## src/rtl/tofr_pkg.sv

```systemverilog
// shared types and constants for the time-of-flight range frame reader
`timescale 1ns / 1ps
`default_nettype none

package tofr_pkg;

  localparam int FRAME_BYTES = 16;
  localparam int INDEX_W     = 4;

  localparam logic [1:0] OP_READ = 2'd0;
  localparam logic [1:0] OP_BYTE = 2'd1;
  localparam logic [1:0] OP_TICK = 2'd2;

  localparam logic [7:0] HDR_SYNC  = 8'h57;
  localparam logic [7:0] RESP_MARK = 8'h00;
  localparam logic [7:0] FRAME_ID  = 8'h00;

  localparam logic [2:0] ADDR_RETRY_LIMIT   = 3'd0;
  localparam logic [2:0] ADDR_TIMEOUT_TICKS = 3'd4;

  localparam logic [3:0]  RETRY_LIMIT_RESET   = 4'd3;
  localparam logic [15:0] TIMEOUT_TICKS_RESET = 16'd100;
  localparam logic [15:0] TICK_MAX            = 16'hFFFF;

  typedef struct packed {
    logic        send_command;
    logic        abort_receive;
    logic        busy_res;
    logic        reading_valid;
    logic [23:0] distance_mm;
    logic [7:0]  range_status;
    logic [7:0]  range_precision;
    logic [15:0] signal_level;
    logic [31:0] sensor_time;
    logic        frame_rejected;
    logic        gave_up;
  } result_t;

endpackage

`default_nettype wire

```

## src/rtl/tofr_skid.sv

```systemverilog
// result register with skid stage between engine and result channel
`timescale 1ns / 1ps
`default_nettype none

module tofr_skid
  import tofr_pkg::*;
(
  input  wire logic    clk,
  input  wire logic    rst,
  input  wire logic    push,
  input  wire result_t push_data,
  output logic         full,
  output logic         res_valid,
  input  wire logic    res_stall,
  output result_t      res_data
);

  logic    skid_valid;
  result_t skid_data;
  logic    pop;

  assign pop  = res_valid && !res_stall;
  assign full = skid_valid;

  always_ff @(posedge clk) begin
    if (rst) begin
      res_valid  <= 1'b0;
      skid_valid <= 1'b0;
    end else if (!res_valid || pop) begin
      if (skid_valid) begin
        res_valid  <= 1'b1;
        skid_valid <= 1'b0;
      end else begin
        res_valid <= push;
      end
    end else if (push) begin
      skid_valid <= 1'b1;
    end
  end

  always_ff @(posedge clk) begin
    if (!res_valid || pop) begin
      res_data <= skid_valid ? skid_data : push_data;
    end else if (push) begin
      skid_data <= push_data;
    end
  end

endmodule

`default_nettype wire

```

## src/rtl/tof_range_frame_reader.sv

```systemverilog
// top level of the time-of-flight range frame reader
`timescale 1ns / 1ps
`default_nettype none

// Query engine for a serial time-of-flight range sensor. Each request transfer
// (read request, received byte or timer tick) yields exactly one result
// transfer. The whole update is done in the cycle the request is taken, so a
// request can be taken every clock while the result side keeps up; the result
// register plus a one-entry skid stage let one more request in while a result
// is stalled, then req_stall is raised until the skid stage drains. Registers
// at byte address 0 (retry_limit) and 4 (timeout_ticks) are written through
// the APB port, and the user must write them only while idle (not enforced).
module tof_range_frame_reader
  import tofr_pkg::*;
(
  input  wire logic        clk,
  input  wire logic        rst,
  // request channel
  input  wire logic        req_valid,
  output logic             req_stall,
  input  wire logic [1:0]  operation,
  input  wire logic [7:0]  rx_byte,
  // result channel
  output logic             res_valid,
  input  wire logic        res_stall,
  output logic             send_command,
  output logic             abort_receive,
  output logic             busy_res,
  output logic             reading_valid,
  output logic [23:0]      distance_mm,
  output logic [7:0]       range_status,
  output logic [7:0]       range_precision,
  output logic [15:0]      signal_level,
  output logic [31:0]      sensor_time,
  output logic             frame_rejected,
  output logic             gave_up,
  // configuration
  input  wire logic        psel,
  input  wire logic        penable,
  input  wire logic        pwrite,
  input  wire logic [2:0]  paddr,
  input  wire logic [31:0] pwdata,
  output logic [31:0]      prdata,
  output logic             pready
);

  logic [3:0]  retry_limit;
  logic [15:0] timeout_ticks;

  logic               reading_phase, reading_phase_next;
  logic [INDEX_W-1:0] byte_index, byte_index_next;
  logic [7:0]         running_sum, running_sum_next;
  logic [3:0]         retry_count, retry_count_next;
  logic [15:0]        tick_count, tick_count_next;
  logic [31:0]        last_time, last_time_next;
  logic               held_valid, held_valid_next;
  logic [23:0]        held_distance, held_distance_next;
  logic [7:0]         held_status, held_status_next;
  logic [7:0]         held_precision, held_precision_next;
  logic [15:0]        held_strength, held_strength_next;
  logic [7:0]         frame_store [FRAME_BYTES];

  logic        accept;
  logic        store_write;
  logic        send, abort_rx, rejected, gaveup;
  logic [3:0]  retry_inc;
  logic        retry_ok;
  logic [15:0] tick_inc;
  logic [31:0] frame_time;
  logic        frame_ok;
  logic        cfg_write;
  result_t     result;
  result_t     res_data;
  logic        skid_full;

  // configuration port
  assign pready    = 1'b1;
  assign cfg_write = psel && penable && pwrite && pready;

  always_ff @(posedge clk) begin
    if (rst) begin
      retry_limit   <= RETRY_LIMIT_RESET;
      timeout_ticks <= TIMEOUT_TICKS_RESET;
    end else if (cfg_write) begin
      unique case (paddr)
        ADDR_RETRY_LIMIT:   retry_limit   <= pwdata[3:0];
        ADDR_TIMEOUT_TICKS: timeout_ticks <= pwdata[15:0];
        default: ;
      endcase
    end
  end

  always_comb begin
    unique case (paddr)
      ADDR_RETRY_LIMIT:   prdata = {28'd0, retry_limit};
      ADDR_TIMEOUT_TICKS: prdata = {16'd0, timeout_ticks};
      default:            prdata = 32'd0;
    endcase
  end

  // engine
  assign req_stall = skid_full;
  assign accept    = req_valid && !req_stall;

  assign retry_inc  = retry_count + 4'd1;
  assign retry_ok   = retry_inc < retry_limit;
  assign tick_inc   = (tick_count == TICK_MAX) ? tick_count : tick_count + 16'd1;
  assign frame_time = {frame_store[7], frame_store[6], frame_store[5], frame_store[4]};
  assign frame_ok   = (frame_store[0] == HDR_SYNC) && (frame_store[1] == RESP_MARK) &&
                      (frame_store[3] == FRAME_ID) && (frame_time != last_time) &&
                      (rx_byte == running_sum);

  always_comb begin
    reading_phase_next  = reading_phase;
    byte_index_next     = byte_index;
    running_sum_next    = running_sum;
    retry_count_next    = retry_count;
    tick_count_next     = tick_count;
    last_time_next      = last_time;
    held_valid_next     = held_valid;
    held_distance_next  = held_distance;
    held_status_next    = held_status;
    held_precision_next = held_precision;
    held_strength_next  = held_strength;
    send        = 1'b0;
    abort_rx    = 1'b0;
    rejected    = 1'b0;
    gaveup      = 1'b0;
    store_write = 1'b0;
    case (operation)
      OP_READ: begin
        if (!reading_phase) begin
          reading_phase_next = 1'b1;
          retry_count_next   = '0;
          byte_index_next    = '0;
          running_sum_next   = '0;
          tick_count_next    = '0;
          send               = 1'b1;
        end
      end
      OP_BYTE: begin
        if (reading_phase) begin
          store_write = 1'b1;
          if (byte_index != INDEX_W'(FRAME_BYTES - 1)) begin
            running_sum_next = running_sum + rx_byte;
            byte_index_next  = byte_index + INDEX_W'(1);
          end else if (frame_ok) begin
            held_valid_next     = 1'b1;
            held_distance_next  = {frame_store[10], frame_store[9], frame_store[8]};
            held_status_next    = frame_store[11];
            held_strength_next  = {frame_store[13], frame_store[12]};
            held_precision_next = frame_store[14];
            last_time_next      = frame_time;
            reading_phase_next  = 1'b0;
            retry_count_next    = '0;
            byte_index_next     = '0;
            running_sum_next    = '0;
            tick_count_next     = '0;
          end else begin
            rejected         = 1'b1;
            retry_count_next = retry_inc;
            byte_index_next  = '0;
            running_sum_next = '0;
            tick_count_next  = '0;
            if (retry_ok) begin
              send = 1'b1;
            end else begin
              gaveup             = 1'b1;
              held_valid_next    = 1'b0;
              reading_phase_next = 1'b0;
              retry_count_next   = '0;
            end
          end
        end
      end
      OP_TICK: begin
        if (reading_phase) begin
          tick_count_next = tick_inc;
          if (tick_inc >= timeout_ticks) begin
            abort_rx         = 1'b1;
            retry_count_next = retry_inc;
            byte_index_next  = '0;
            running_sum_next = '0;
            tick_count_next  = '0;
            if (retry_ok) begin
              send = 1'b1;
            end else begin
              gaveup             = 1'b1;
              held_valid_next    = 1'b0;
              reading_phase_next = 1'b0;
              retry_count_next   = '0;
            end
          end
        end
      end
      default: ;
    endcase
  end

  always_ff @(posedge clk) begin
    if (rst) begin
      reading_phase  <= 1'b0;
      byte_index     <= '0;
      running_sum    <= '0;
      retry_count    <= '0;
      tick_count     <= '0;
      last_time      <= '0;
      held_valid     <= 1'b0;
      held_distance  <= '0;
      held_status    <= '0;
      held_precision <= '0;
      held_strength  <= '0;
    end else if (accept) begin
      reading_phase  <= reading_phase_next;
      byte_index     <= byte_index_next;
      running_sum    <= running_sum_next;
      retry_count    <= retry_count_next;
      tick_count     <= tick_count_next;
      last_time      <= last_time_next;
      held_valid     <= held_valid_next;
      held_distance  <= held_distance_next;
      held_status    <= held_status_next;
      held_precision <= held_precision_next;
      held_strength  <= held_strength_next;
    end
  end

  always_ff @(posedge clk) begin
    if (accept && store_write) begin
      frame_store[byte_index] <= rx_byte;
    end
  end

  always_comb begin
    result.send_command    = send;
    result.abort_receive   = abort_rx;
    result.busy_res        = reading_phase_next;
    result.reading_valid   = held_valid_next;
    result.distance_mm     = held_distance_next;
    result.range_status    = held_status_next;
    result.range_precision = held_precision_next;
    result.signal_level    = held_strength_next;
    result.sensor_time     = last_time_next;
    result.frame_rejected  = rejected;
    result.gave_up         = gaveup;
  end

  tofr_skid u_skid (
    .clk       (clk),
    .rst       (rst),
    .push      (accept),
    .push_data (result),
    .full      (skid_full),
    .res_valid (res_valid),
    .res_stall (res_stall),
    .res_data  (res_data)
  );

  assign send_command    = res_data.send_command;
  assign abort_receive   = res_data.abort_receive;
  assign busy_res        = res_data.busy_res;
  assign reading_valid   = res_data.reading_valid;
  assign distance_mm     = res_data.distance_mm;
  assign range_status    = res_data.range_status;
  assign range_precision = res_data.range_precision;
  assign signal_level    = res_data.signal_level;
  assign sensor_time     = res_data.sensor_time;
  assign frame_rejected  = res_data.frame_rejected;
  assign gave_up         = res_data.gave_up;

  // checks
  a_idle_counters_clear: assert property (@(posedge clk) disable iff (rst)
    !reading_phase |-> (byte_index == '0) && (tick_count == '0) && (retry_count == '0))
    else $error("idle with counters not cleared");

  a_give_up_no_send: assert property (@(posedge clk) disable iff (rst)
    res_valid && gave_up |-> !send_command && !busy_res && !reading_valid)
    else $error("give-up transfer inconsistent");

  a_abort_not_reject: assert property (@(posedge clk) disable iff (rst)
    res_valid |-> !(abort_receive && frame_rejected))
    else $error("abort and reject in one transfer");

  a_stall_holds_state: assert property (@(posedge clk) disable iff (rst)
    req_stall |=> $stable(reading_phase) && $stable(byte_index) && $stable(last_time))
    else $error("state changed while request side stalled");

endmodule

`default_nettype wire
```

## config.mk

```make
export PLATFORM = sky130hd
export DESIGN_NAME = tof_range_frame_reader
export DESIGN_NICKNAME = d
export VERILOG_FILES = /design/src/rtl/tofr_pkg.sv /design/src/rtl/tofr_skid.sv /design/src/rtl/tof_range_frame_reader.sv
export SDC_FILE = /design/constraint.sdc
export NUM_CORES = 1
export LEC_CHECK = 0
export BUFFER_PORTS_ARGS = -buffer_cell sky130_fd_sc_hd__buf_2
export CAP_MARGIN = 20
export CORE_ASPECT_RATIO = 1.2
export CORE_MARGIN = 1
export CORE_UTILIZATION = 59
export DETAILED_ROUTE_END_ITERATION = 8
export GPL_TIMING_DRIVEN = 0
export PLACE_DENSITY = 0.78
export RECOVER_POWER = 50
export SYNTH_ARGS = -nofsm -noshare
export SYNTH_HDL_FRONTEND = slang
export SYNTH_SLANG_ARGS = --single-unit
```

## constraint.sdc

```tcl
create_clock -name clk -period 9.84 [get_ports clk]
set_clock_uncertainty 0.1 [all_clocks]
set_input_delay 1.476 -clock clk [delete_from_list [all_inputs] [get_ports clk]]
set_output_delay 1.476 -clock clk [all_outputs]
set_load 0.005 [all_outputs]
```

==> results.ini <==
[cts]
cts_sinks = 444
hold_buffers = 0
cts_buffers = 43
clk_latency_ns = 0.56
cts_setup_buffers = 0
clk_pin_slew_ns = 0.06
max-clock-path-buffers = 3
cts-htree-levels = 2
cts_tree = built
root_buffer = clkbuf_16
cts_resized = 0

[job]
cap_violations = 4

[yosys]
synth_xor_xnor_area_share_pct = 2.36
yosys.cell_types.count = 60
synth_flop_cell = edfxtp_1
syn_inst = 1478
synth_fa_ha_area_share_pct = 2.60
avgSynthCellArea_um2 = 12.6
synth-edff-count = 300
synth-simple-area-share_pct = 10.1
synthesis.area_um2 = 18600
synth_top_family_by_area = multiplexers
ys_seq_elements = 444
synth_warnings = 0
muxShareOfSynthArea_pct = 11.7
seq_area_frac_synth_pct = 64.0
synth_compound_area_share_pct = 6.15
synthArstFlopShare_pct = 0

[power_and_ir_drop]
leakagePower_uw = 0.00778
power_uw = 3780
irDropWorstVdd_v = 0.000192
power_density_nw_per_um2 = 178

[detailed_routing]
num_vias = 12000
routed_via_density = 5.68
maxUsedRoutingLayer = met5
wl_met1_um = 16200
totalWireLength_um = 39600
antenna_left = 0
drc_errors = 0
drtIter0Drc = 848
wl_met3_um = 2210
dr.pass1.iters = 6
wl_met2_um = 20100
avgRoutedWirePerCell_um = 18.7

[floorplan]
num_rows = 70
pin_count = 181
die_y_um = 196
fp.dieArea_um2 = 32200
die_w_um = 164
core_um2 = 30700
start_util_pct = 60.4

[timing]
worstMarginPinSlew_ns = 2.65
finalHoldViolCount = 0
finalSetupViolations = 0
rsz0062_at_grt = false
drv_slew = 164
max_freq_mhz = 150
maxSlewHeadroom_pct = -76.4
period_share_pct = 67.9
worst_slack_ns = 3.16
layout_min_cycle_time_ns = 6.68
whs_ns = 0.354

[setup_path]
cp-end-kind = flop
crit_type = input port to flop
worstPathRequired_ns = 9.87
arrival_ns = 6.71
cp-start-kind = input port
critPathMaxFanout = 46
ff2ff_path_depth = 4

[layout]
utilization_pct = 68.9
drive_above_1_share_pct = 22.3
final_nets = 1779
fill_cells = 2127
syn_to_final_growth_pct = 14.1

[global_route]
grt_pass1_wl_um = 62000
grt_pass1_vias = 11800
grt_start_max_net_pins = 53
grt.overflow.total = 0
grt_usage_pct = 25.0
antenna_found_initial = 2

[outcome]
violations = capacitance limit, slew limit
status = finished, violations left

[min_path]
worstHoldPathType = flop to flop
hold-path-cell-count = 2

[placed_design]
gp_congestion = 0.881
post-dp-hpwl_um = 26800
dp_slack_ns = 4.53
port_buffers = 145

## cell type report
cell class	count	area (um2)	share of cell area [%]
Clock inverter	16	158	0.744
Inverter	32	120	0.567
Tap cell	396	495	2.34
Sequential cell	444	11900	56.1
Antenna cell	1	2.50	0.0118
Timing Repair Buffer	151	687	3.24
Clock buffer	64	1230	5.79
Buffer	89	448	2.11
Multi-Input combinational cell	928	6160	29.1
## state kept, by name (all words and copies together), names as in the netlist, 8 cells and up
signal / count
held_distance: 24
held_status: 8
last_time: 32
held_precision: 8
running_sum: 8
held_strength: 16
u_skid.skid_data: 94
frame_store: 112
u_skid.res_data: 94
tick_count: 16
timeout_ticks: 16
## cell usage in the layout (no fill, tap or decap), types with 4 or more instances in the layout
| cell type | synthesis | final |
|---|---|---|
| o31ai_1 | 4 | 4 |
| mux2i_1 | 8 | 8 |
| clkbuf_1 | 53 | 122 |
| mux2_4 | 10 | 10 |
| a21o_1 | 4 | 4 |
| nand2b_1 | 8 | 8 |
| buf_4 | 20 | 20 |
| nand2_1 | 264 | 264 |
| o21ai_0 | 14 | 14 |
| dfxtp_1 | 144 | 144 |
| edfxtp_1 | 300 | 300 |
| nor2b_1 | 4 | 4 |
| nor4_1 | 6 | 6 |
| nand4_1 | 14 | 14 |
| nor2_1 | 43 | 43 |
| or3_1 | 8 | 8 |
| conb_1 | 2 | 17 |
| xnor2_1 | 44 | 44 |
| inv_1 | 31 | 31 |
| ha_1 | 37 | 37 |
| and2_1 | 6 | 6 |
| nor3_1 | 27 | 27 |
| xor2_1 | 6 | 6 |
| mux2_2 | 172 | 172 |
| clkinv_2 | 0 | 8 |
| a21oi_1 | 150 | 150 |
| buf_2 | 13 | 109 |
| a31oi_1 | 5 | 5 |
| clkbuf_8 | 0 | 5 |
| clkbuf_16 | 0 | 44 |
| nand3_1 | 36 | 36 |
## synthesized netlist by cell type (3+ instances only)
cell        n  area share (%)
nor3_1     27            0.73
or3_1       8            0.27
a31oi_1     5            0.17
xor2_1      6            0.28
nand4_1    14            0.47
edfxtp_1  300              49
buf_2      13            0.35
xnor2_1    44             2.1
clkbuf_1   53             1.1
nand2_1   264             5.3
ha_1       37             2.5
o21ai_0    14            0.38
buf_6       3            0.18
buf_4      20            0.81
mux2i_1     8            0.43
nor4_1      6            0.20
a21o_1      4            0.16
nand2b_1    8            0.27
a21oi_1   150             4.0
nor2b_1     4            0.13
and2_1      6            0.20
o211ai_1    3            0.12
nand3_1    36            0.97
o31ai_1     4            0.16
mux2_2    172              10
nor2_1     43            0.87
a22o_1      3            0.14
dfxtp_1   144              16
inv_1      31            0.63
mux2_4     10            0.81
## stage by stage
step / area [um2] / setup TNS (ns) / cells
finish: 21200 / 0 / 2121
global route: 21200 / 0 / 2120
CTS: 21300 / 0 / 2118
detailed placement: 20000 / 0 / 2038
global placement: 19800 / -199.71 / 2034
floorplan: 18600 / 0 / 1493
## report_power, final
part	switching (uW)	internal (uW)	leakage, uW
clock	685	923	0.000676
combinational	89.9	46.0	0.00313
sequential	11.3	2030	0.00397
total	786	3000	0.00778
## final timing paths
kind	to	start	slack (ns)
min	held_status[0]	held_status[0]	0.35
max reg2reg	u_skid.skid_data[68]	u_skid.res_valid	3.82
max	u_skid.skid_data[68]	res_stall	3.16
min reg2reg	held_status[0]	held_status[0]	0.35
## routing by layer
metal / track usage (%) / vias up
li1: - / 5697
met1: 31.7 / 5855
met2: 43.1 / 400
met3: 3.51 / 84
met4: 9.77 / 2
met5: 0 / -
## cells by family after synthesis
logic type / after synthesis
flip-flops: 444
AND/OR/NAND/NOR: 429
AO/OA/AOI/OAI: 204
multiplexers: 190
buffers and inverters: 121
XOR/XNOR: 50
adder cells (fa/ha/maj): 38
other: 2
## critical path: stages
cell	delay, ns
buf_2	0.08
nand2_1	1.14
nor2_1	1.63
clkbuf_1	0.86
clkbuf_1	1.47
No activity file was read; power rests on OpenSTA's default activity.
